## config.mk

```make
export PLATFORM = sky130hd
export DESIGN_NAME = crc16_frame_builder_flat
export DESIGN_NICKNAME = d
export VERILOG_FILES = /design/src/rtl/core/crcfb_pkg.sv /design/src/rtl/core/crcfb_if.sv /design/src/rtl/core/crcfb_cfg_regs.sv /design/src/rtl/core/crcfb_in_stage.sv /design/src/rtl/core/crcfb_framer.sv /design/src/rtl/core/crc16_frame_builder.sv /design/src/flat_wrapper.sv
export SDC_FILE = /design/constraint.sdc
export NUM_CORES = 1
export LEC_CHECK = 0
export ABC_AREA = 1
export BUFFER_PORTS_ARGS = -buffer_cell sky130_fd_sc_hd__buf_2
export CORE_ASPECT_RATIO = 0.8
export CORE_MARGIN = 3
export CORE_UTILIZATION = 60
export CTS_CLUSTER_DIAMETER = 150
export DETAILED_ROUTE_END_ITERATION = 7
export PLACE_DENSITY = 0.85
export RECOVER_POWER = 25
export SETUP_SLACK_MARGIN = 0.5
export SYNTH_ARGS = -nofsm -noshare
export SYNTH_HDL_FRONTEND = slang
export SYNTH_HIERARCHICAL = 1
export SYNTH_SLANG_ARGS = --single-unit
```

## constraint.sdc

```tcl
create_clock -name i_clk -period 8.1 [get_ports i_clk]
set_input_delay 0.405 -clock i_clk [delete_from_list [all_inputs] [get_ports i_clk]]
set_output_delay 0.405 -clock i_clk [all_outputs]
set_load 0.01 [all_outputs]
```

## src/rtl/core/crcfb_pkg.sv

```systemverilog
// ----------------------------------------------------------------------------
// crcfb_pkg: shared types, constants and CRC helper for the frame builder
// Holds the register map, status codes, beat structs and the CRC-16 update.
// ----------------------------------------------------------------------------
package crcfb_pkg;

    localparam int CFG_IDX_W  = 2;
    localparam int CFG_DATA_W = 16;

    localparam logic [15:0] CRC_INIT = 16'hFFFF;
    localparam logic [15:0] CRC_POLY = 16'h1021;

    typedef enum logic [CFG_IDX_W-1:0] {
        CFG_SOF_FIRST   = 2'd0,
        CFG_SOF_SECOND  = 2'd1,
        CFG_HDR_VERSION = 2'd2,
        CFG_MAX_PAYLOAD = 2'd3
    } t_cfg_idx;

    typedef enum logic [1:0] {
        STAT_OK    = 2'd0,
        STAT_LONG  = 2'd1,
        STAT_ORDER = 2'd2
    } t_status;

    typedef struct packed {
        logic [7:0]  sof_first;
        logic [7:0]  sof_second;
        logic [7:0]  hdr_version;
        logic [15:0] max_payload;
    } t_cfg;

    localparam t_cfg CFG_RESET = '{
        sof_first:   8'hAA,
        sof_second:  8'h55,
        hdr_version: 8'h01,
        max_payload: 16'd512
    };

    typedef struct packed {
        logic        op;
        logic [7:0]  frame_type;
        logic [7:0]  command;
        logic [7:0]  sequence_req;
        logic [15:0] payload_length;
        logic [7:0]  data_byte;
    } t_item;

    typedef struct packed {
        logic [7:0] out_byte;
        logic       byte_valid;
        logic       frame_end;
        logic [1:0] status;
        logic       last_of_run;
    } t_result;

    // CRC-16, poly 0x1021, MSB first, one byte
    function automatic logic [15:0] crc_byte(input logic [15:0] crc, input logic [7:0] b);
        logic [15:0] c;
        c = crc ^ {b, 8'h00};
        for (int i = 0; i < 8; i++) begin
            if (c[15]) begin
                c = {c[14:0], 1'b0} ^ CRC_POLY;
            end else begin
                c = {c[14:0], 1'b0};
            end
        end
        return c;
    endfunction

endpackage

```

## src/rtl/core/crcfb_if.sv

```systemverilog
// ----------------------------------------------------------------------------
// crcfb_if: channel interfaces of the frame builder
// Input item, result and register write channels, each valid/ready.
// ----------------------------------------------------------------------------
interface crcfb_item_if;
    logic        valid;
    logic        ready;
    logic        op;
    logic [7:0]  frame_type;
    logic [7:0]  command;
    logic [7:0]  sequence_req;
    logic [15:0] payload_length;
    logic [7:0]  data_byte;

    modport source (
        output valid, op, frame_type, command, sequence_req, payload_length, data_byte,
        input  ready
    );
    modport sink (
        input  valid, op, frame_type, command, sequence_req, payload_length, data_byte,
        output ready
    );
endinterface

interface crcfb_result_if;
    logic       valid;
    logic       ready;
    logic [7:0] out_byte;
    logic       byte_valid;
    logic       frame_end;
    logic [1:0] status;
    logic       last_of_run;

    modport source (
        output valid, out_byte, byte_valid, frame_end, status, last_of_run,
        input  ready
    );
    modport sink (
        input  valid, out_byte, byte_valid, frame_end, status, last_of_run,
        output ready
    );
endinterface

interface crcfb_cfg_if;
    import crcfb_pkg::*;
    logic                  valid;
    logic                  ready;
    logic [CFG_IDX_W-1:0]  index;
    logic [CFG_DATA_W-1:0] data;

    modport source (output valid, index, data, input ready);
    modport sink   (input valid, index, data, output ready);
endinterface

```

## src/rtl/core/crcfb_cfg_regs.sv

```systemverilog
// ----------------------------------------------------------------------------
// crcfb_cfg_regs: configuration register file
// Start-of-frame bytes, version byte and payload length limit.
// ----------------------------------------------------------------------------
module crcfb_cfg_regs (
    input  logic                              i_clk,
    input  logic                              i_rst_n,
    input  logic                              i_wr_valid,
    output logic                              o_wr_ready,
    input  logic [crcfb_pkg::CFG_IDX_W-1:0]   i_wr_index,
    input  logic [crcfb_pkg::CFG_DATA_W-1:0]  i_wr_data,
    output crcfb_pkg::t_cfg                   o_cfg
);
    import crcfb_pkg::*;

    t_cfg r_cfg;

    assign o_wr_ready = 1'b1;
    assign o_cfg      = r_cfg;

    always_ff @(posedge i_clk) begin
        if (!i_rst_n) begin
            r_cfg <= CFG_RESET;
        end else if (i_wr_valid) begin
            unique case (t_cfg_idx'(i_wr_index))
                CFG_SOF_FIRST:   r_cfg.sof_first   <= i_wr_data[7:0];
                CFG_SOF_SECOND:  r_cfg.sof_second  <= i_wr_data[7:0];
                CFG_HDR_VERSION: r_cfg.hdr_version <= i_wr_data[7:0];
                CFG_MAX_PAYLOAD: r_cfg.max_payload <= i_wr_data[15:0];
                default: ;
            endcase
        end
    end

endmodule

```

## src/rtl/core/crcfb_in_stage.sv

```systemverilog
// ----------------------------------------------------------------------------
// crcfb_in_stage: input item register
// Holds one item until the framer takes it; refills in the same cycle.
// ----------------------------------------------------------------------------
module crcfb_in_stage (
    input  logic             i_clk,
    input  logic             i_rst_n,
    input  logic             i_valid,
    output logic             o_ready,
    input  crcfb_pkg::t_item i_item,
    output logic             o_valid,
    output crcfb_pkg::t_item o_item,
    input  logic             i_pop
);
    import crcfb_pkg::*;

    logic  r_valid;
    t_item r_item;

    assign o_ready = !r_valid || i_pop;
    assign o_valid = r_valid;
    assign o_item  = r_item;

    always_ff @(posedge i_clk) begin
        if (!i_rst_n) begin
            r_valid <= 1'b0;
        end else if (i_valid && o_ready) begin
            r_valid <= 1'b1;
        end else if (i_pop) begin
            r_valid <= 1'b0;
        end
    end

    always_ff @(posedge i_clk) begin
        if (i_valid && o_ready) begin
            r_item <= i_item;
        end
    end

endmodule

```

## src/rtl/core/crcfb_framer.sv

```systemverilog
// ----------------------------------------------------------------------------
// crcfb_framer: frame sequencer, CRC state and result register
// Expands each item into its result beats, one per cycle while i_ready is high.
// ----------------------------------------------------------------------------
module crcfb_framer (
    input  logic               i_clk,
    input  logic               i_rst_n,
    input  crcfb_pkg::t_cfg    i_cfg,
    input  logic               i_head_valid,
    input  crcfb_pkg::t_item   i_head,
    output logic               o_pop,
    output logic               o_valid,
    input  logic               i_ready,
    output crcfb_pkg::t_result o_result
);
    import crcfb_pkg::*;

    typedef enum logic [9:0] {
        ST_IDLE = 10'b00_0000_0001,
        ST_SOF2 = 10'b00_0000_0010,
        ST_VER  = 10'b00_0000_0100,
        ST_TYPE = 10'b00_0000_1000,
        ST_CMD  = 10'b00_0001_0000,
        ST_SEQ  = 10'b00_0010_0000,
        ST_LENL = 10'b00_0100_0000,
        ST_LENH = 10'b00_1000_0000,
        ST_CRCL = 10'b01_0000_0000,
        ST_CRCH = 10'b10_0000_0000
    } t_step;

    t_step       r_step, n_step;
    logic [15:0] r_crc, n_crc;
    logic [15:0] r_left, n_left;
    logic        r_open, n_open;
    t_item       r_cur, n_cur;
    logic        r_o_valid;
    t_result     r_o, n_res;
    logic        w_adv, w_fire, w_crc_en;

    assign w_adv    = !r_o_valid || i_ready;
    assign w_fire   = w_adv && ((r_step != ST_IDLE) || i_head_valid);
    assign o_pop    = w_fire && (r_step == ST_IDLE);
    assign o_valid  = r_o_valid;
    assign o_result = r_o;

    always_comb begin
        n_step   = r_step;
        n_crc    = r_crc;
        n_left   = r_left;
        n_open   = r_open;
        n_cur    = r_cur;
        n_res    = '0;
        n_res.status = STAT_OK;
        w_crc_en = 1'b0;
        unique case (r_step)
            ST_IDLE: begin
                if (!i_head.op) begin
                    if (r_open) begin
                        n_res.status      = STAT_ORDER;
                        n_res.last_of_run = 1'b1;
                    end else if (i_head.payload_length > i_cfg.max_payload) begin
                        n_res.status      = STAT_LONG;
                        n_res.last_of_run = 1'b1;
                    end else begin
                        n_res.out_byte   = i_cfg.sof_first;
                        n_res.byte_valid = 1'b1;
                        n_cur            = i_head;
                        n_step           = ST_SOF2;
                    end
                end else if (!r_open) begin
                    n_res.status      = STAT_ORDER;
                    n_res.last_of_run = 1'b1;
                end else begin
                    n_res.out_byte   = i_head.data_byte;
                    n_res.byte_valid = 1'b1;
                    w_crc_en         = 1'b1;
                    n_left           = r_left - 16'd1;
                    // last payload byte: CRC follows
                    if (r_left == 16'd1) begin
                        n_step = ST_CRCL;
                    end else begin
                        n_res.last_of_run = 1'b1;
                    end
                end
            end
            ST_SOF2: begin
                n_res.out_byte   = i_cfg.sof_second;
                n_res.byte_valid = 1'b1;
                n_crc            = CRC_INIT;
                n_step           = ST_VER;
            end
            ST_VER: begin
                n_res.out_byte   = i_cfg.hdr_version;
                n_res.byte_valid = 1'b1;
                w_crc_en         = 1'b1;
                n_step           = ST_TYPE;
            end
            ST_TYPE: begin
                n_res.out_byte   = r_cur.frame_type;
                n_res.byte_valid = 1'b1;
                w_crc_en         = 1'b1;
                n_step           = ST_CMD;
            end
            ST_CMD: begin
                n_res.out_byte   = r_cur.command;
                n_res.byte_valid = 1'b1;
                w_crc_en         = 1'b1;
                n_step           = ST_SEQ;
            end
            ST_SEQ: begin
                n_res.out_byte   = r_cur.sequence_req;
                n_res.byte_valid = 1'b1;
                w_crc_en         = 1'b1;
                n_step           = ST_LENL;
            end
            ST_LENL: begin
                n_res.out_byte   = r_cur.payload_length[7:0];
                n_res.byte_valid = 1'b1;
                w_crc_en         = 1'b1;
                n_step           = ST_LENH;
            end
            ST_LENH: begin
                n_res.out_byte   = r_cur.payload_length[15:8];
                n_res.byte_valid = 1'b1;
                w_crc_en         = 1'b1;
                // empty payload: close the frame straight away
                if (r_cur.payload_length == 16'd0) begin
                    n_step = ST_CRCL;
                end else begin
                    n_open            = 1'b1;
                    n_left            = r_cur.payload_length;
                    n_res.last_of_run = 1'b1;
                    n_step            = ST_IDLE;
                end
            end
            ST_CRCL: begin
                n_res.out_byte   = r_crc[7:0];
                n_res.byte_valid = 1'b1;
                n_step           = ST_CRCH;
            end
            ST_CRCH: begin
                n_res.out_byte    = r_crc[15:8];
                n_res.byte_valid  = 1'b1;
                n_res.frame_end   = 1'b1;
                n_res.last_of_run = 1'b1;
                n_crc             = CRC_INIT;
                n_left            = 16'd0;
                n_open            = 1'b0;
                n_step            = ST_IDLE;
            end
            default: begin
                n_step = ST_IDLE;
            end
        endcase
        if (w_crc_en) begin
            n_crc = crc_byte(r_crc, n_res.out_byte);
        end
    end

    always_ff @(posedge i_clk) begin
        if (!i_rst_n) begin
            r_step    <= ST_IDLE;
            r_crc     <= CRC_INIT;
            r_left    <= 16'd0;
            r_open    <= 1'b0;
            r_o_valid <= 1'b0;
        end else begin
            if (w_fire) begin
                r_step <= n_step;
                r_crc  <= n_crc;
                r_left <= n_left;
                r_open <= n_open;
            end
            if (w_adv) begin
                r_o_valid <= w_fire;
            end
        end
    end

    always_ff @(posedge i_clk) begin
        if (w_fire) begin
            r_cur <= n_cur;
            r_o   <= n_res;
        end
    end

    a_end_closes_run: assert property (@(posedge i_clk) disable iff (!i_rst_n)
        (r_o_valid && r_o.frame_end) |-> (r_o.byte_valid && r_o.last_of_run))
        else $error("frame end beat not marked as valid last beat");

    a_reject_shape: assert property (@(posedge i_clk) disable iff (!i_rst_n)
        (r_o_valid && !r_o.byte_valid) |->
            (r_o.last_of_run && (r_o.out_byte == 8'h00) && (r_o.status != STAT_OK)))
        else $error("rejected item beat malformed");

    a_close_resets: assert property (@(posedge i_clk) disable iff (!i_rst_n)
        (w_fire && (r_step == ST_CRCH)) |=>
            (!r_open && (r_crc == CRC_INIT) && (r_step == ST_IDLE)))
        else $error("frame state not cleared after CRC");

    a_idle_crc: assert property (@(posedge i_clk) disable iff (!i_rst_n)
        ((r_step == ST_IDLE) && !r_open) |-> (r_crc == CRC_INIT))
        else $error("CRC not at initial value with no frame open");

    a_open_count: assert property (@(posedge i_clk) disable iff (!i_rst_n)
        ((r_step == ST_IDLE) && r_open) |-> (r_left != 16'd0))
        else $error("open frame with no payload bytes left");

endmodule

```

## src/rtl/core/crc16_frame_builder.sv

```systemverilog
// ----------------------------------------------------------------------------
// crc16_frame_builder: framed serializer with CRC-16 trailer
// Builds start-of-frame, header, payload, CRC and status beats from item beats.
// ----------------------------------------------------------------------------
//  channel    dir  handshake     carries
//  i_item     in   valid/ready   op, frame_type, command, sequence_req,
//                                payload_length, data_byte
//  o_result   out  valid/ready   out_byte, byte_valid, frame_end, status,
//                                last_of_run
//  i_cfg      in   valid/ready   index, data (always ready)
//
//  Beats leave the result register one per cycle; o_result.ready low holds it.
//  A payload item yields its data byte, plus both CRC bytes on the last; a
//  start item yields both start bytes, version, type, command, sequence and
//  both length bytes, plus the CRC bytes with zero length; a rejected item
//  yields a single status beat. Reset is synchronous; no clearing pass follows.
//  The input register keeps one item and refills in the cycle its item is taken.
// ----------------------------------------------------------------------------
module crc16_frame_builder (
    input  logic           i_clk,
    input  logic           i_rst_n,
    crcfb_item_if.sink     i_item,
    crcfb_result_if.source o_result,
    crcfb_cfg_if.sink      i_cfg
);
    import crcfb_pkg::*;

    t_cfg    w_cfg;
    t_item   w_in_item;
    t_item   w_head;
    logic    w_head_valid;
    logic    w_pop;
    t_result w_result;

    assign w_in_item.op             = i_item.op;
    assign w_in_item.frame_type     = i_item.frame_type;
    assign w_in_item.command        = i_item.command;
    assign w_in_item.sequence_req   = i_item.sequence_req;
    assign w_in_item.payload_length = i_item.payload_length;
    assign w_in_item.data_byte      = i_item.data_byte;

    crcfb_cfg_regs u_cfg_regs (
        .i_clk      (i_clk),
        .i_rst_n    (i_rst_n),
        .i_wr_valid (i_cfg.valid),
        .o_wr_ready (i_cfg.ready),
        .i_wr_index (i_cfg.index),
        .i_wr_data  (i_cfg.data),
        .o_cfg      (w_cfg)
    );

    crcfb_in_stage u_in_stage (
        .i_clk   (i_clk),
        .i_rst_n (i_rst_n),
        .i_valid (i_item.valid),
        .o_ready (i_item.ready),
        .i_item  (w_in_item),
        .o_valid (w_head_valid),
        .o_item  (w_head),
        .i_pop   (w_pop)
    );

    crcfb_framer u_framer (
        .i_clk        (i_clk),
        .i_rst_n      (i_rst_n),
        .i_cfg        (w_cfg),
        .i_head_valid (w_head_valid),
        .i_head       (w_head),
        .o_pop        (w_pop),
        .o_valid      (o_result.valid),
        .i_ready      (o_result.ready),
        .o_result     (w_result)
    );

    assign o_result.out_byte    = w_result.out_byte;
    assign o_result.byte_valid  = w_result.byte_valid;
    assign o_result.frame_end   = w_result.frame_end;
    assign o_result.status      = w_result.status;
    assign o_result.last_of_run = w_result.last_of_run;

endmodule

```

## src/flat_wrapper.sv

```systemverilog
// flat-port wrapper written by rule: the top's interface ports become plain ports
module crc16_frame_builder_flat import crcfb_pkg::*;
  (i_clk, i_rst_n, i_item_valid, i_item_op, i_item_frame_type, i_item_command, i_item_sequence_req, i_item_payload_length, i_item_data_byte, i_item_ready, o_result_valid, o_result_out_byte, o_result_byte_valid, o_result_frame_end, o_result_status, o_result_last_of_run, o_result_ready, i_cfg_valid, i_cfg_index, i_cfg_data, i_cfg_ready);
  crcfb_item_if i_item_i ();
  crcfb_result_if o_result_i ();
  crcfb_cfg_if i_cfg_i ();
  input  logic i_clk;
  input  logic i_rst_n;
  input wire logic [$bits(i_item_i.valid)-1:0] i_item_valid;
  input wire logic [$bits(i_item_i.op)-1:0] i_item_op;
  input wire logic [$bits(i_item_i.frame_type)-1:0] i_item_frame_type;
  input wire logic [$bits(i_item_i.command)-1:0] i_item_command;
  input wire logic [$bits(i_item_i.sequence_req)-1:0] i_item_sequence_req;
  input wire logic [$bits(i_item_i.payload_length)-1:0] i_item_payload_length;
  input wire logic [$bits(i_item_i.data_byte)-1:0] i_item_data_byte;
  output wire logic [$bits(i_item_i.ready)-1:0] i_item_ready;
  output wire logic [$bits(o_result_i.valid)-1:0] o_result_valid;
  output wire logic [$bits(o_result_i.out_byte)-1:0] o_result_out_byte;
  output wire logic [$bits(o_result_i.byte_valid)-1:0] o_result_byte_valid;
  output wire logic [$bits(o_result_i.frame_end)-1:0] o_result_frame_end;
  output wire logic [$bits(o_result_i.status)-1:0] o_result_status;
  output wire logic [$bits(o_result_i.last_of_run)-1:0] o_result_last_of_run;
  input wire logic [$bits(o_result_i.ready)-1:0] o_result_ready;
  input wire logic [$bits(i_cfg_i.valid)-1:0] i_cfg_valid;
  input wire logic [$bits(i_cfg_i.index)-1:0] i_cfg_index;
  input wire logic [$bits(i_cfg_i.data)-1:0] i_cfg_data;
  output wire logic [$bits(i_cfg_i.ready)-1:0] i_cfg_ready;
  assign i_item_i.valid = i_item_valid;
  assign i_item_i.op = i_item_op;
  assign i_item_i.frame_type = i_item_frame_type;
  assign i_item_i.command = i_item_command;
  assign i_item_i.sequence_req = i_item_sequence_req;
  assign i_item_i.payload_length = i_item_payload_length;
  assign i_item_i.data_byte = i_item_data_byte;
  assign i_item_ready = i_item_i.ready;
  assign o_result_valid = o_result_i.valid;
  assign o_result_out_byte = o_result_i.out_byte;
  assign o_result_byte_valid = o_result_i.byte_valid;
  assign o_result_frame_end = o_result_i.frame_end;
  assign o_result_status = o_result_i.status;
  assign o_result_last_of_run = o_result_i.last_of_run;
  assign o_result_i.ready = o_result_ready;
  assign i_cfg_i.valid = i_cfg_valid;
  assign i_cfg_i.index = i_cfg_index;
  assign i_cfg_i.data = i_cfg_data;
  assign i_cfg_ready = i_cfg_i.ready;
  crc16_frame_builder u_core (.i_clk(i_clk), .i_rst_n(i_rst_n), .i_item(i_item_i), .o_result(o_result_i), .i_cfg(i_cfg_i));
endmodule
```

=== Word-level counts from Yosys, hierarchy flattened ===
Index checks and enable logic that the tools add are counted.

* Flip-flop bits (word level): 187
* Word-level logic and storage cells: 135

* $add $sub $neg: 1
* Bitwise gates (word level): 12
* Mux-type cells: 49
* Equal/unequal tests: 22
* Order comparisons: 1
* Reductions and logical operators: 25

{| class="wikitable"
|+ Operator list
! operator !! count
|-
| 16-bit 2-to-1 mux || 12
|-
| 13-bit 2-to-1 mux || 8
|-
| 10-bit case mux with 9 select lines || 1
|-
| 9-bit case mux with 10 select lines || 1
|-
| 10-bit 2-to-1 mux || 5
|-
| 16-bit case mux with 3 select lines || 1
|-
| 9-bit 2-to-1 mux || 5
|-
| 3-bit NOT || 8
|-
| 16-bit by 1-bit == test with 1-bit output (second input constant) || 1
|-
| 16-bit greater-than comparator || 1
|-
| 16-bit zero test || 1
|-
| 16-bit by 1-bit subtractor with 16-bit output (second input constant) || 1
|-
| 16-bit bitwise XOR || 1
|-
| 5-bit AND reduction || 3
|-
| 10-bit by 1-bit == test with 1-bit output (second input constant) || 1
|-
| 10-bit == test (second input constant) || 1
|-
| 10-bit by 2-bit == test with 1-bit output (second input constant) || 1
|-
| 10-bit by 3-bit == test with 1-bit output (second input constant) || 1
|-
| 10-bit by 4-bit == test with 1-bit output (second input constant) || 1
|-
| 10-bit by 5-bit == test with 1-bit output (second input constant) || 1
|-
| 10-bit by 6-bit == test with 1-bit output (second input constant) || 1
|-
| 10-bit by 7-bit == test with 1-bit output (second input constant) || 1
|-
| 10-bit by 8-bit == test with 1-bit output (second input constant) || 1
|-
| 10-bit by 9-bit == test with 1-bit output (second input constant) || 1
|-
| 23 further kinds || 51
|}

=== Logic depth before layout (Yosys ltp) ===
Gate-level depths: netlist of the first run.

* Depth in word-level cells: 30
* Gate-level depth with buffers: 24

=== Modules after synthesis ===
The synthesis of the first run kept the hierarchy.

{| class="wikitable"
|+ Modules (own cells, without submodules)
! module !! cells an instance !! instances !! area an instance (sq um)
|-
| crcfb_framer || 746 || 1 || 5754.3
|-
| crcfb_cfg_regs || 242 || 1 || 1627.8
|-
| crcfb_in_stage || 56 || 1 || 1522.7
|}

=== Least setup slack after synthesis of the first run ===
OpenSTA, ideal clock, no wires.

* Path kind: flip-flop to flip-flop
* From: reg u_core.u_framer.r_step[3]
* To: reg u_core.u_in_stage.r_item (netlist bit u_core/u_in_stage/o_item[0]), enable pin
* Arrival: 3.837 ns
* Slack: 3.792 ns
* Path buffers: 0
* Data required time: 7.628 ns
* Stages on the path, launching flop included: 11
* Library setup time: 0.472 ns
* Period minus slack after synthesis: 4.308 ns
* Cell sequence: dfxtp_1 inv_2 nand2_4 nor3_1 nand3_1 o21ai_1 inv_1 nand2_1 inv_1 inv_2 a21oi_1

* Cells in the longest elaborated chain, start to end: 6
* Elaborated cells between the ends (all ways): 7

{| class="wikitable"
|+ Ends and longest elaborated chain
! item !! RTL line !! source
|-
| from (decl) || crcfb_framer.sv:31 || <nowiki>t_step r_step, n_step;</nowiki>
|-
| from (signal assigned) || crcfb_framer.sv:169 || <nowiki>r_step <= n_step;</nowiki>
|-
| 10-bit by 1-bit != test with 1-bit output || crcfb_framer.sv:41 || <nowiki>assign w_fire = w_adv && ((r_step != ST_IDLE) || i_head_valid);</nowiki>
|-
| 1-bit logical OR || crcfb_framer.sv:41 ||
|-
| 1-bit logical AND || crcfb_framer.sv:41 ||
|-
| via u_core.u_framer.w_fire || crcfb_framer.sv:38 || <nowiki>logic w_adv, w_fire, w_crc_en;</nowiki>
|-
| 1-bit logical AND || crcfb_framer.sv:42 || <nowiki>assign o_pop = w_fire && (r_step == ST_IDLE);</nowiki>
|-
| via u_core.w_pop || crc16_frame_builder.sv:32 || <nowiki>logic w_pop;</nowiki>
|-
| 1-bit logical OR || crcfb_in_stage.sv:20 || <nowiki>assign o_ready = !r_valid || i_pop;</nowiki>
|-
| 1-bit logical AND || crcfb_in_stage.sv:35 || <nowiki>if (i_valid && o_ready) begin</nowiki>
|-
| to (signal assigned) || crcfb_in_stage.sv:36 || <nowiki>r_item <= i_item;</nowiki>
|-
| to (decl) || crcfb_in_stage.sv:18 || <nowiki>t_item r_item;</nowiki>
|}

The timed path passes the listed nets, and every way through them passes these cells.
A chain may end at the register's enable or synchronous reset.

=== Worst setup path after layout of the first run ===
* From: reg u_core.u_framer.r_step[8]
* To: out i_item_ready

* Cells in the longest elaborated chain, start to end: 5
* Elaborated cells between the ends (all ways): 6

{| class="wikitable"
|+ Ends and longest elaborated chain
! item !! RTL line !! source
|-
| 10-bit by 1-bit != test with 1-bit output || crcfb_framer.sv:41 ||
|-
| 1-bit logical OR || crcfb_framer.sv:41 ||
|-
| 1-bit logical AND || crcfb_framer.sv:41 ||
|-
| via u_core.u_framer.w_fire || crcfb_framer.sv:38 ||
|-
| 1-bit logical AND || crcfb_framer.sv:42 ||
|-
| via u_core.w_pop || crc16_frame_builder.sv:32 ||
|-
| 1-bit logical OR || crcfb_in_stage.sv:20 ||
|-
| to (decl) || flat_wrapper.sv:16 || <nowiki>output wire logic [$bits(i_item_i.ready)-1:0] i_item_ready;</nowiki>
|}

The timed path passes the listed nets, and every way through them passes these cells.

==> key figures, run 1 <==
Clock network
  • H-tree levels: 4
  • CTS tree: built
  • Post-cts resize count: 0
  • Clk slew on worst S/H paths: 0.07 ns
  • Setup bufs post-CTS: 0
  • Hold Buf Count CTS: 0
  • Total CTS buffers: 17
  • Root Buffer: clkbuf_16
  • Clock latency on the worst-skew pair: 0.44 ns
  • CTS max path bufs: 2
  • Clock Sinks: 187

Final layout
  • Share of cells above drive strength 1: 15.0%
  • Footprint of the multi-input gates: 3460 µm²
  • Diodes inserted: 0
  • FF/Latch Area: 4760 µm²
  • Final cell count without fillers: 1,320
  • FILL cells: 1,096
  • P&R area growth vs syn: 12.9%
  • Nets@finish: 1,216

STA
  • Tmin final: around 3.3 ns
  • Slew Viols, Final: 0
  • Finish-stage setup viols: 0
  • Total negative slack: 0 ns
  • Pin slew with the least headroom to its limit: 1.21 ns
  • Fin. Hold Viols: 0
  • Setup Skew: 0.00676 ns
  • Max_slew headroom: between 10% and 20%
  • Final period util: about two fifths
  • RSZ-0062 raised after global routing: no
  • Max frequency: 0.305 GHz

Worst setup path
  • Slowest cell on the critical path: nor2_2
  • Worst Path Max Fanout: 17
  • Crit path launch: u_core/u_framer/r_step[8]
  • Reg-to-Reg End: u_core/u_framer/r_cur[33]
  • Critical path depth in cells: 9
  • End of the critical path: i_item_ready
  • R2R Setup Slk: 4.87 ns
  • Top delay family on crit path: simple AND/OR/NAND/NOR gates
  • Worst Setup End Kind: primary output
  • Req. time, crit path: between 7 and 8 ns
  • Crit-path cells: nor2_2 > nand3_1 > o21ai_1 > inv_1 > nand2_1 > inv_1 > inv_2 > nand2_2 > buf_2
  • Startpoint Class: flip-flop
  • CP peak stage delay: 0.44 ns
  • CP Class: reg2out
  • Critical path buffers and inverters: 4
  • Cell mode on critical path: inv_1
  • Reg2reg path depth: 7
  • CP Data Arrival Time: between 2 and 3 ns
  • Worst reg2reg path startpoint: u_core/u_in_stage/o_item[19]

Synthesis
  • Synth Cell Area: 8900 µm²
  • Sequential fraction of the synthesis area: a little over half
  • Synth Area in Adders: 2.95%
  • Cells after synthesis: 1,044
  • Top FF cell, synth: edfxtp_1
  • Most numerous cell in the Yosys netlist: nand2_1
  • Number of synthesized register bits: 187
  • Ys async rst share: 0%
  • Ys Warns: 6
  • Post-Synth XOR/XNOR Area: 1.28%
  • Post-synth net total: 1,137
  • Area leader, netlist: edfxtp_1
  • Synth top cells by count: nand2_1 (267), inv_1 (125), edfxtp_1 (102), nor2_1 (97), nand3_1 (90)
  • Synth unique cells: 47
  • Multiplexer share of the synthesized area: 0%
  • Simple-gate share of the synthesized area: 25.8%
  • Post-Syn Area per Cell: 8.53 µm²
  • Largest family of logic cells by synthesized area: simple AND/OR/NAND/NOR gates
  • Post-synth EDFFs: 102
  • Synth top area share: around a third
  • Compound-Gate Fraction of Synth Area: 8.59%
  • Ranking of synthesized cells by area: edfxtp_1 (34%), dfxtp_1 (19%), nand2_1 (11%)

Floorplanning
  • I/O pins: 88
  • Rows: 39
  • Initial Utilization: 61.9%
  • Die area: around 16,000 µm²
  • Die Ht: ~110 µm
  • Width of the die: 142 µm
  • Core area: 14,400 µm²

Place
  • Post-Place Cells: around 1,300
  • Placer Congestion: between 0.9 and 1
  • HPWL Detailed: 16.1 mm
  • Port Buf Inserts: between 80 and 90

Route
  • Drt drc: 0
  • First DRT Iteration DRCs: 1,199
  • Post-DR wirelength/cell: 17.3 µm
  • Detailed Route WL: 22.9 mm
  • Initial DRT Pass Iterations: 8
  • Via count: 7,717
  • DR vias/cell: 5.85
  • Final ANT Viol Nets: 0

Power and ir drop
  • Maximum VDD drop: 0.210 mV
  • PwrDens: slightly above 300 nW/µm²
  • P_leak: around 0.0046 µW
  • Internal power: 1930 µW
  • Power share of the clock group: 27.3%
  • Gate power share: 31.4%
  • Sequential share of power: 41.3%
  • Switch share: 37.6%
  • Switching power: 1160 µW

Global route
  • Largest net degree at the start of global routing: 69
  • First-pass GRT wire length: 36.3 mm
  • Number of global-route vias before repair: 7,054
  • Antenna violations before repair: 3
  • Overflow left after global routing: 0
  • Tot GR Track Use: 28.8%

Min path
  • Worst min path class: in2reg

Status
  • Status: finished clean

Flow run
  • Max-cap violations: 0
## cells in the final DEF, fill, tap and decap left out, types with 4 or more instances in the layout
cell type,Yosys,final
o21ai_0,25,25
inv_2,17,17
o21ai_1,9,9
ha_1,21,21
nor4_1,5,5
xor2_1,11,11
a21oi_1,43,42
inv_6,0,4
clkinv_8,0,4
nor2_1,97,96
inv_1,125,125
clkinv_1,4,4
nand3_1,90,90
o22ai_1,11,11
o211ai_1,4,4
nand2_2,13,13
edfxtp_1,102,102
a211oi_1,7,7
clkbuf_1,9,5
dfxtp_1,85,85
a221oi_1,4,4
nand3_2,4,4
buf_2,15,81
nand4_1,15,15
nor2_2,4,4
a31oi_1,4,4
nor3_1,19,19
nand2_1,267,267
clkbuf_16,0,17
a22oi_1,5,5
## flip-flops by register name, summed over array words and instances, names as in the netlist
signal and count:
u_core/u_framer/o_result 13, u_core/u_framer/r_crc 16, u_core/u_in_stage/o_valid 1, u_core/u_framer/r_open 1, u_core/u_framer/r_cur 40, u_core/u_in_stage/o_item 49, u_core/u_framer/o_valid 1, u_core/u_cfg_regs/o_cfg 40
u_core/u_framer/r_left 16, u_core/u_framer/r_step 10
## metrics by stage
stage | instance area, µm² | setup slack (ns) | hold slack [ns] | utilization (%) | total power [µW]
detailed placement | 9460 | 4.94 | 0.405 | 65.7 | 2220
finish | 10100 | 4.83 | 0.136 | 69.9 | 3090
CTS | 10100 | 4.85 | 0.128 | 69.9 | 3070
global route | 10100 | 4.64 | 0.120 | 69.9 | 3250
global placement | 9460 | 5.13 | 0.402 | 65.7 | 2190
floorplan | 8900 | 3.79 | 0.400 | - | 1980
## layer usage
metal | track usage [%] | routed length, µm | vias up
li1 | - | - | 3614
met1 | 40.4 | 9470 | 3526
met2 | 42.0 | 9760 | 482
met3 | 8.40 | 2740 | 89
met4 | 12.3 | 853 | 6
met5 | 0 | 39 | -
## how the worst min path moves through the flow
stage	depth (start not counted)	end	start
after global placement	0	u_core/u_framer/r_cur[45]	u_core/u_in_stage/o_item[45]
final	1	u_core/u_in_stage/o_item[32]	i_item_command[0]
after CTS	1	u_core/u_in_stage/o_item[5]	i_item_data_byte[5]
after detailed placement	0	u_core/u_framer/r_cur[31]	u_core/u_in_stage/o_item[31]
after floorplan	0	u_core/u_framer/r_cur[24]	u_core/u_in_stage/o_item[24]
after global routing	1	u_core/u_in_stage/o_item[5]	i_item_data_byte[5]
## cell families (layout without fill, tap and decap cells)
group	Yosys count	after routing
AND/OR/NAND/NOR	522	522
flip-flops	187	187
AO/OA/AOI/OAI	125	125
buffers and inverters	175	267
other	1	1
adder cells (fa/ha/maj)	21	21
XOR/XNOR	13	13
## power by group through the flow
stage,clock network (µW),registers [µW],logic [µW]
global placement,0,1280,906
CTS,850,1270,946
finish,842,1270,970
detailed placement,0,1290,930
global route,894,1290,1070
floorplan,0,1280,693
## cell type report
type / count / area share [%]
Multi-Input combinational cell: 682 / 34.4
Clock inverter: 15 / 1.80
Timing Repair Buffer: 88 / 4.37
Inverter: 147 / 5.51
Tap cell: 184 / 2.29
Clock buffer: 17 / 4.23
Sequential cell: 187 / 47.4
(Power assumes the default switching activity.)
==> inputs of run 2 (changes only) <==
--- a/config.mk
+++ b/config.mk
@@ -5,14 +5,14 @@
 export SDC_FILE = /design/constraint.sdc
 export NUM_CORES = 1
 export LEC_CHECK = 0
-export ABC_AREA = 1
+export ABC_AREA = 0
 export BUFFER_PORTS_ARGS = -buffer_cell sky130_fd_sc_hd__buf_2
 export CORE_ASPECT_RATIO = 0.8
 export CORE_MARGIN = 3
-export CORE_UTILIZATION = 60
+export CORE_UTILIZATION = 54
 export CTS_CLUSTER_DIAMETER = 150
 export DETAILED_ROUTE_END_ITERATION = 7
-export PLACE_DENSITY = 0.85
+export PLACE_DENSITY = 0.81
 export RECOVER_POWER = 25
 export SETUP_SLACK_MARGIN = 0.5
 export SYNTH_ARGS = -nofsm -noshare
==> constraint.sdc (replaced) <==
create_clock -name i_clk -period 2.8 [get_ports i_clk]
set_input_delay 0.14 -clock i_clk [delete_from_list [all_inputs] [get_ports i_clk]]
set_output_delay 0.14 -clock i_clk [all_outputs]
set_load 0.01 [all_outputs]
==> key figures, run 2 <==
Synthesis
  • Post-Syn Area per Cell: 10.8 µm² (+26%)
  • Post-synth EDFFs: 102 (unchanged)
  • Ranking of synthesized cells by area: edfxtp_1 (34%), dfxtp_1 (19%), mux2i_1 (3.9%)
  • Sequential fraction of the synthesis area: 52.9% (-0.65 points)
  • Number of synthesized register bits: 187 (unchanged)
  • Most numerous cell in the Yosys netlist: edfxtp_1
  • Ys Warns: 6 (unchanged)
  • Top FF cell, synth: edfxtp_1
  • Synth top area share: 34.0% (-0.42 points)
  • Synth Cell Area: 9010 µm² (+1.2%)
  • Synth top cells by count: edfxtp_1 (102), dfxtp_1 (85), nand2_1 (84), nor2_1 (67), a21oi_1 (54)
  • Cells after synthesis: 837 (-20%)
  • Post-synth net total: 930 (-18%)
  • Synth unique cells: 83 (+77%)
  • Area leader, netlist: edfxtp_1
  • Ys async rst share: 0% (unchanged)

Final layout
  • Nets@finish: 1,175 (-3.4%)
  • Diodes inserted: 0 (unchanged)
  • Share of cells above drive strength 1: 33.8% (+19 points)
  • FF/Latch Area: 4780 µm² (+0.37%)
  • Footprint of the multi-input gates: 4440 µm² (+28%)
  • Final cell count without fillers: 1,310 (-0.76%)
  • Design area: 12,600 µm² (+25%)
  • P&R area growth vs syn: 39.5%
  • Commonest cells after routing, fill and taps aside: edfxtp_1 (102), buf_2 (80), nand2_1 (80)
  • Commonest non-fill, non-tap cell in the layout: edfxtp_1
  • FILL cells: 898 (-18%)
  • Max reg flops: 49 (unchanged)

Route
  • Post-DR wirelength/cell: 23.6 µm (+36%)
  • Final ANT Viol Nets: 0 (unchanged)
  • Drt drc: 0 (unchanged)
  • Initial DRT Pass Iterations: 8 (unchanged)
  • DR vias/cell: 6.42 (+9.7%)
  • WL met3: 3.67 mm (+34%)
  • Top Metal Used: met4
  • First DRT Iteration DRCs: 1,287 (+7.3%)
  • Detailed Route WL: 30.9 mm (+35%)
  • Via count: 8,405 (+8.9%)
  • Metal1 wirelength: 11.6 mm (+23%)
  • DR WL met2: 14.0 mm (+44%)

STA
  • Total negative slack: -10.54 ns (-10.54 ns)
  • Tmin final: between 3 and 4 ns
  • Slew Viols, Final: 0 (unchanged)
  • Final period util: 111%
  • Max frequency: 0.321 GHz
  • Setup Skew: 0.0152 ns (+0.00849 ns)
  • Final WS setup: -0.313 ns (-5.14 ns)
  • Worst Hold Slack: 0.0287 ns (-0.108 ns)
  • Pin slew with the least headroom to its limit: 0.677 ns (-0.533 ns)
  • Max_slew headroom: 54.2% (+35 points)
  • RSZ-0062 raised after global routing: yes
  • Fin. Hold Viols: 0 (unchanged)
  • Finish-stage setup viols: 66 (+66)

Floorplanning
  • Die Ht: 122 µm (+5.7%)
  • Initial Utilization: 56.1% (-5.7 points)
  • Rows: 41 (+5.1%)
  • Die area: 18,300 µm² (+12%)
  • Core area: 16,100 µm² (+12%)
  • Width of the die: 150 µm (+5.8%)
  • I/O pins: 88 (unchanged)

Clock network
  • H-tree levels: 4 (unchanged)
  • Total CTS buffers: 17 (unchanged)
  • Clock latency on the worst-skew pair: 0.44 ns (about the same)
  • CTS tree: built
  • CTS max path bufs: 2 (unchanged)
  • Root Buffer: clkbuf_16
  • Clk slew on worst S/H paths: 0.08 ns (about the same)
  • Clock Sinks: 187 (unchanged)

Worst setup path
  • CP Data Arrival Time: 3.47 ns (+0.60 ns)
  • Worst Setup End Kind: flip-flop
  • Worst Path Max Fanout: 5 (-12)
  • Startpoint Class: flip-flop
  • CP Class: reg2reg
  • Req. time, crit path: 3.16 ns (-4.54 ns)

Place
  • Placed cell areas: 10,200 µm² (+8.3%)
  • Setup WS pre-CTS: -0.115 ns (-5.05 ns)
  • Post-Place Cells: 1,173 (-8.9%)
  • Port Buf Inserts: 86 (unchanged)
  • HPWL Detailed: 17.7 mm (+10%)
  • Placer Congestion: 1.05 (+4.7%)

Global route
  • Overflow left after global routing: 0 (unchanged)
  • Largest net degree at the start of global routing: 38 (-45%)
  • Number of global-route vias before repair: 7,737 (+9.7%)
  • First-pass GRT wire length: 43.3 mm (+19%)
  • Tot GR Track Use: 31.2% (+2.4 points)
  • Antenna violations before repair: 0 (-3)

Min path
  • Worst min path class: in2reg

Power and ir drop
  • Maximum VDD drop: 0.486 mV (+130%)
  • PwrDens: 683 nW/µm² (+120%)
  • P_leak: 0.00503 µW (+9.3%)

Flow run
  • Max-cap violations: 0 (unchanged)

Status
  • Status: finished with violations
  • Failing checks: negative setup slack
## run 2: where the power goes
group          total [µW]  internal (µW)  switching [µW]
Sequential           3530           3320             211
Combinational        2670           1310            1370
Clock                2390           1200            1190
## run 2: cells by family (layout without fill, tap and decap cells)
family                   Yosys count  count (layout)  share of synthesized area (%)
XOR/XNOR                          22              22                           3.19
buffers and inverters             86             341                           4.19
AO/OA/AOI/OAI                    168             171                           12.4
AND/OR/NAND/NOR                  317             317                           20.5
multiplexers                      35              35                           3.89
flip-flops                       187             187                           52.9
adder cells (fa/ha/maj)           21              21                           2.91
other                              1               1                         0.0416
## run 2: worst paths after layout
check,start,end,slack (ns),cells after the start
max,u_core/u_in_stage/o_item[17],u_core/u_framer/r_crc[14],-0.31,10
min,i_cfg_data[2],u_core/u_cfg_regs/o_cfg[26],0.03,3
max reg2reg,u_core/u_in_stage/o_item[17],u_core/u_framer/r_crc[14],-0.31,10
min reg2reg,u_core/u_in_stage/o_item[40],u_core/u_framer/r_cur[40],0.42,0
## run 2: cell type report
type | instances | area share (%)
timing repair buffer | 268 | 18.6
clock buffer | 18 | 3.41
multi-input combinational | 567 | 35.3
tap | 215 | 2.14
sequential | 187 | 38.0
clock inverter | 14 | 1.19
inverter | 41 | 1.27
## run 2: what timing repair did
action	4_1_cts	5_1_grt
hold buffers	58	0
endpoints found under the setup margin	143	143
pin swaps	13	54
hold endpoints to repair	58	0
setup buffers	12	24
resized for setup	49	118
gates cloned	3	8
## run 2: stage by stage
stage,total power (µW),util (%)
3_3_place_gp,5350,63.8
3_5_place_dp,5400,63.8
2_1_floorplan,4540,-
5_1_grt,8840,78.3
4_1_cts,7990,73.1
6_report,8590,78.3
## run 2: layer usage
metal	vias up	track usage, %
li1	3564	-
met1	4021	43.2
met2	669	48.7
met3	151	6.21
met4	0	12.3
met5	-	0
## run 2: worst max-delay path, cell delays in order, from the launching register on
cell	delay (ns)
edfxtp_1	0.42
ha_1	0.38
nand2_1	0.12
or4_4	0.61
nor2_1	0.25
nand3_1	0.17
nand3_4	0.18
xor2_4	0.18
xnor3_2	0.40
xor2_1	0.17
a21oi_1	0.15
==> inputs of run 3 (changes only) <==
--- a/config.mk
+++ b/config.mk
@@ -10,8 +10,8 @@
 export CORE_ASPECT_RATIO = 0.8
 export CORE_MARGIN = 3
 export CORE_UTILIZATION = 54
-export CTS_CLUSTER_DIAMETER = 150
 export DETAILED_ROUTE_END_ITERATION = 7
+export GPL_TIMING_DRIVEN = 0
 export PLACE_DENSITY = 0.81
 export RECOVER_POWER = 25
 export SETUP_SLACK_MARGIN = 0.5
==> constraint.sdc (replaced) <==
create_clock -name i_clk -period 2.6 [get_ports i_clk]
set_input_delay 0.13 -clock i_clk [delete_from_list [all_inputs] [get_ports i_clk]]
set_output_delay 0.13 -clock i_clk [all_outputs]
set_load 0.01 [all_outputs]
==> key figures, run 3 (same netlist as run 2, synthesis figures left out) <==
Worst setup path
  • CP Data Arrival Time: 3.32 ns (-0.15 ns)
  • Reg2reg path depth: 10 (unchanged)
  • Critical path depth in cells: 10 (unchanged)
  • Crit-path cells: ha_4 > nand4_1 > or4_4 > a21o_4 > nand3_4 > a21oi_2 > or3_4 > a21o_1 > a21oi_2 > o21ai_0
  • Cell mode on critical path: a21oi_2
  • Crit path launch: u_core/u_in_stage/o_item[22]
  • Slowest cell on the critical path: or4_4
  • Worst reg2reg path startpoint: u_core/u_in_stage/o_item[22]
  • Worst Setup End Kind: flip-flop
  • CP peak stage delay: 0.58 ns (-0.03 ns)
  • Worst Path Max Fanout: 5 (unchanged)
  • Critical path buffers and inverters: 0 (unchanged)
  • Req. time, crit path: 2.87 ns (-0.29 ns)
  • CP Class: reg2reg
  • Reg-to-Reg End: u_core/u_framer/r_crc[0]
  • R2R Setup Slk: -0.45 ns (-0.14 ns)
  • Startpoint Class: flip-flop
  • Top delay family on crit path: simple AND/OR/NAND/NOR gates
  • End of the critical path: u_core/u_framer/r_crc[0]

Power and ir drop
  • Total power: 9310 µW (+8.4%)
  • PwrDens: 758 nW/µm² (+11%)
  • P_leak: 0.00488 µW (-2.9%)
  • Maximum VDD drop: 0.608 mV (+25%)

Global route
  • First-pass GRT wire length: 43.3 mm (about the same)
  • Overflow left after global routing: 0 (unchanged)
  • Tot GR Track Use: 31.4% (+0.24 points)
  • Largest net degree at the start of global routing: 41 (+7.9%)
  • Number of global-route vias before repair: 7,711 (-0.34%)
  • Antenna violations before repair: 0 (unchanged)

Route
  • Final ANT Viol Nets: 0 (unchanged)
  • Drt drc: 0 (unchanged)
  • First DRT Iteration DRCs: 1,084 (-16%)
  • Post-DR wirelength/cell: 23.2 µm (-1.4%)
  • Detailed Route WL: 30.2 mm (-2.4%)
  • Initial DRT Pass Iterations: 7 (-1)
  • Via count: 8,302 (-1.2%)
  • DR vias/cell: 6.40 (-0.31%)

Clock network
  • Clock latency on the worst-skew pair: 0.45 ns (about the same)
  • CTS max path bufs: 2 (unchanged)
  • Root Buffer: clkbuf_16
  • Clock Sinks: 187 (unchanged)
  • Total CTS buffers: 17 (unchanged)
  • Clk slew on worst S/H paths: 0.07 ns (about the same)
  • H-tree levels: 4 (unchanged)
  • CTS tree: built

STA
  • Max frequency: 0.328 GHz (+2.0%)
  • RSZ-0062 raised after global routing: yes
  • Final period util: 117% (+6.2 points)
  • Tmin final: 3.05 ns (-0.0610 ns)
  • Slew Viols, Final: 0 (unchanged)
  • Worst Hold Slack: 0.00953 ns (-0.0192 ns)
  • Fin. Hold Viols: 0 (unchanged)
  • Max_slew headroom: 45.8% (-8.4 points)
  • Finish-stage setup viols: 59 (-11%)
  • Setup Skew: 0.0127 ns (-0.00259 ns)
  • Pin slew with the least headroom to its limit: 0.802 ns (+0.125 ns)
  • Final WS setup: -0.452 ns (-0.139 ns)

Floorplanning
  • Core area: 16,100 µm² (unchanged)
  • I/O pins: 88 (unchanged)
  • Die area: 18,300 µm² (unchanged)
  • Width of the die: 150 µm (unchanged)
  • Die Ht: 122 µm (unchanged)
  • Rows: 41 (unchanged)
  • Initial Utilization: 56.1% (unchanged)

Final layout
  • Nets@finish: 1,163 (-1.0%)
  • Commonest non-fill, non-tap cell in the layout: edfxtp_1
  • Final cell count without fillers: 1,298 (-0.92%)
  • Commonest cells after routing, fill and taps aside: edfxtp_1 (102), buf_2 (94), nand2_1 (81)
  • Share of cells above drive strength 1: 32.1% (-1.7 points)
  • Max reg flops: 49 (unchanged)
  • Diodes inserted: 0 (unchanged)
  • FILL cells: 983 (+9.5%)
  • P&R area growth vs syn: 36.3%

Place
  • HPWL Detailed: 17.4 mm (-1.6%)
  • Post-Place Cells: 1,138 (-3.0%)
  • Placer Congestion: 0.982 (-6.2%)
  • Port Buf Inserts: 86 (unchanged)

Min path
  • Worst min path class: in2reg
  • HP Start: i_cfg_data[5]

Flow run
  • Max-cap violations: 0 (unchanged)

Status
  • Status: finished with violations
  • Failing checks: negative setup slack
## run 3: repair_timing
item / in CTS / in global routing
hold endpoints to repair: 59 / 0
cloned: 11 / 6
resized for setup: 90 / 76
endpoints found under the setup margin: 157 / 144
setup buffers: 32 / 21
hold buffers: 58 / 0
pin swaps: 45 / 30
## run 3: stage by stage
step                      setup TNS, ns  util [%]  setup WS, ns  area [µm²]
final                            -12.73      76.5        -0.452       12300
after global routing             -16.74      76.5        -0.525       12300
after CTS                        -17.57      73.1        -0.364       11700
after detailed placement         -21.69      61.5        -0.503        9870
after global placement           -19.85      61.5        -0.438        9870
after floorplan                  -0.473         -        -0.113        9180
## run 3: worst min-delay path, stage by stage
cell and delay [ns]:
buf_2 0.09, nand4bb_1 0.10, o211ai_1 0.10
## run 3: power by group
part	internal [µW]	switching (µW)	leakage [µW]
Clock	1450	1220	0.000299
Combinational	1280	1570	0.00292
Sequential	3570	213	0.00166
Total	6310	3000	0.00488
## run 3: how the worst min path moves through the flow
| stage | slack (ns) | cells after the start | to |
|---|---|---|---|
| floorplan | 0.23 | 0 | u_core/u_in_stage/o_item[0] |
| CTS | 0.0003 | 3 | u_core/u_cfg_regs/o_cfg[37] |
| finish | 0.01 | 3 | u_core/u_cfg_regs/o_cfg[37] |
| global route | 0.02 | 3 | u_core/u_cfg_regs/o_cfg[28] |
| detailed placement | 0.31 | 1 | u_core/u_in_stage/o_item[44] |
| global placement | 0.31 | 1 | u_core/u_in_stage/o_item[33] |
## run 3: area by class of cell
| type | instances | area (µm²) | share of cell area [%] |
|---|---|---|---|
| Clock inverter | 12 | 148 | 1.20 |
| Multi-Input combinational cell | 575 | 4540 | 36.9 |
| Buffer | 45 | 343 | 2.79 |
| Clock buffer | 20 | 468 | 3.81 |
| Tap cell | 215 | 269 | 2.19 |
| Inverter | 41 | 158 | 1.28 |
| Timing Repair Buffer | 203 | 1590 | 12.9 |
| Sequential cell | 187 | 4770 | 38.8 |
## run 3: per-layer routing
metal	wire length [µm]	track usage, %	up-vias
met5	0	0	-
met4	1600	13.1	0
met3	3690	8.00	166
met2	13300	47.2	643
met1	11500	43.7	3927
li1	-	-	3566
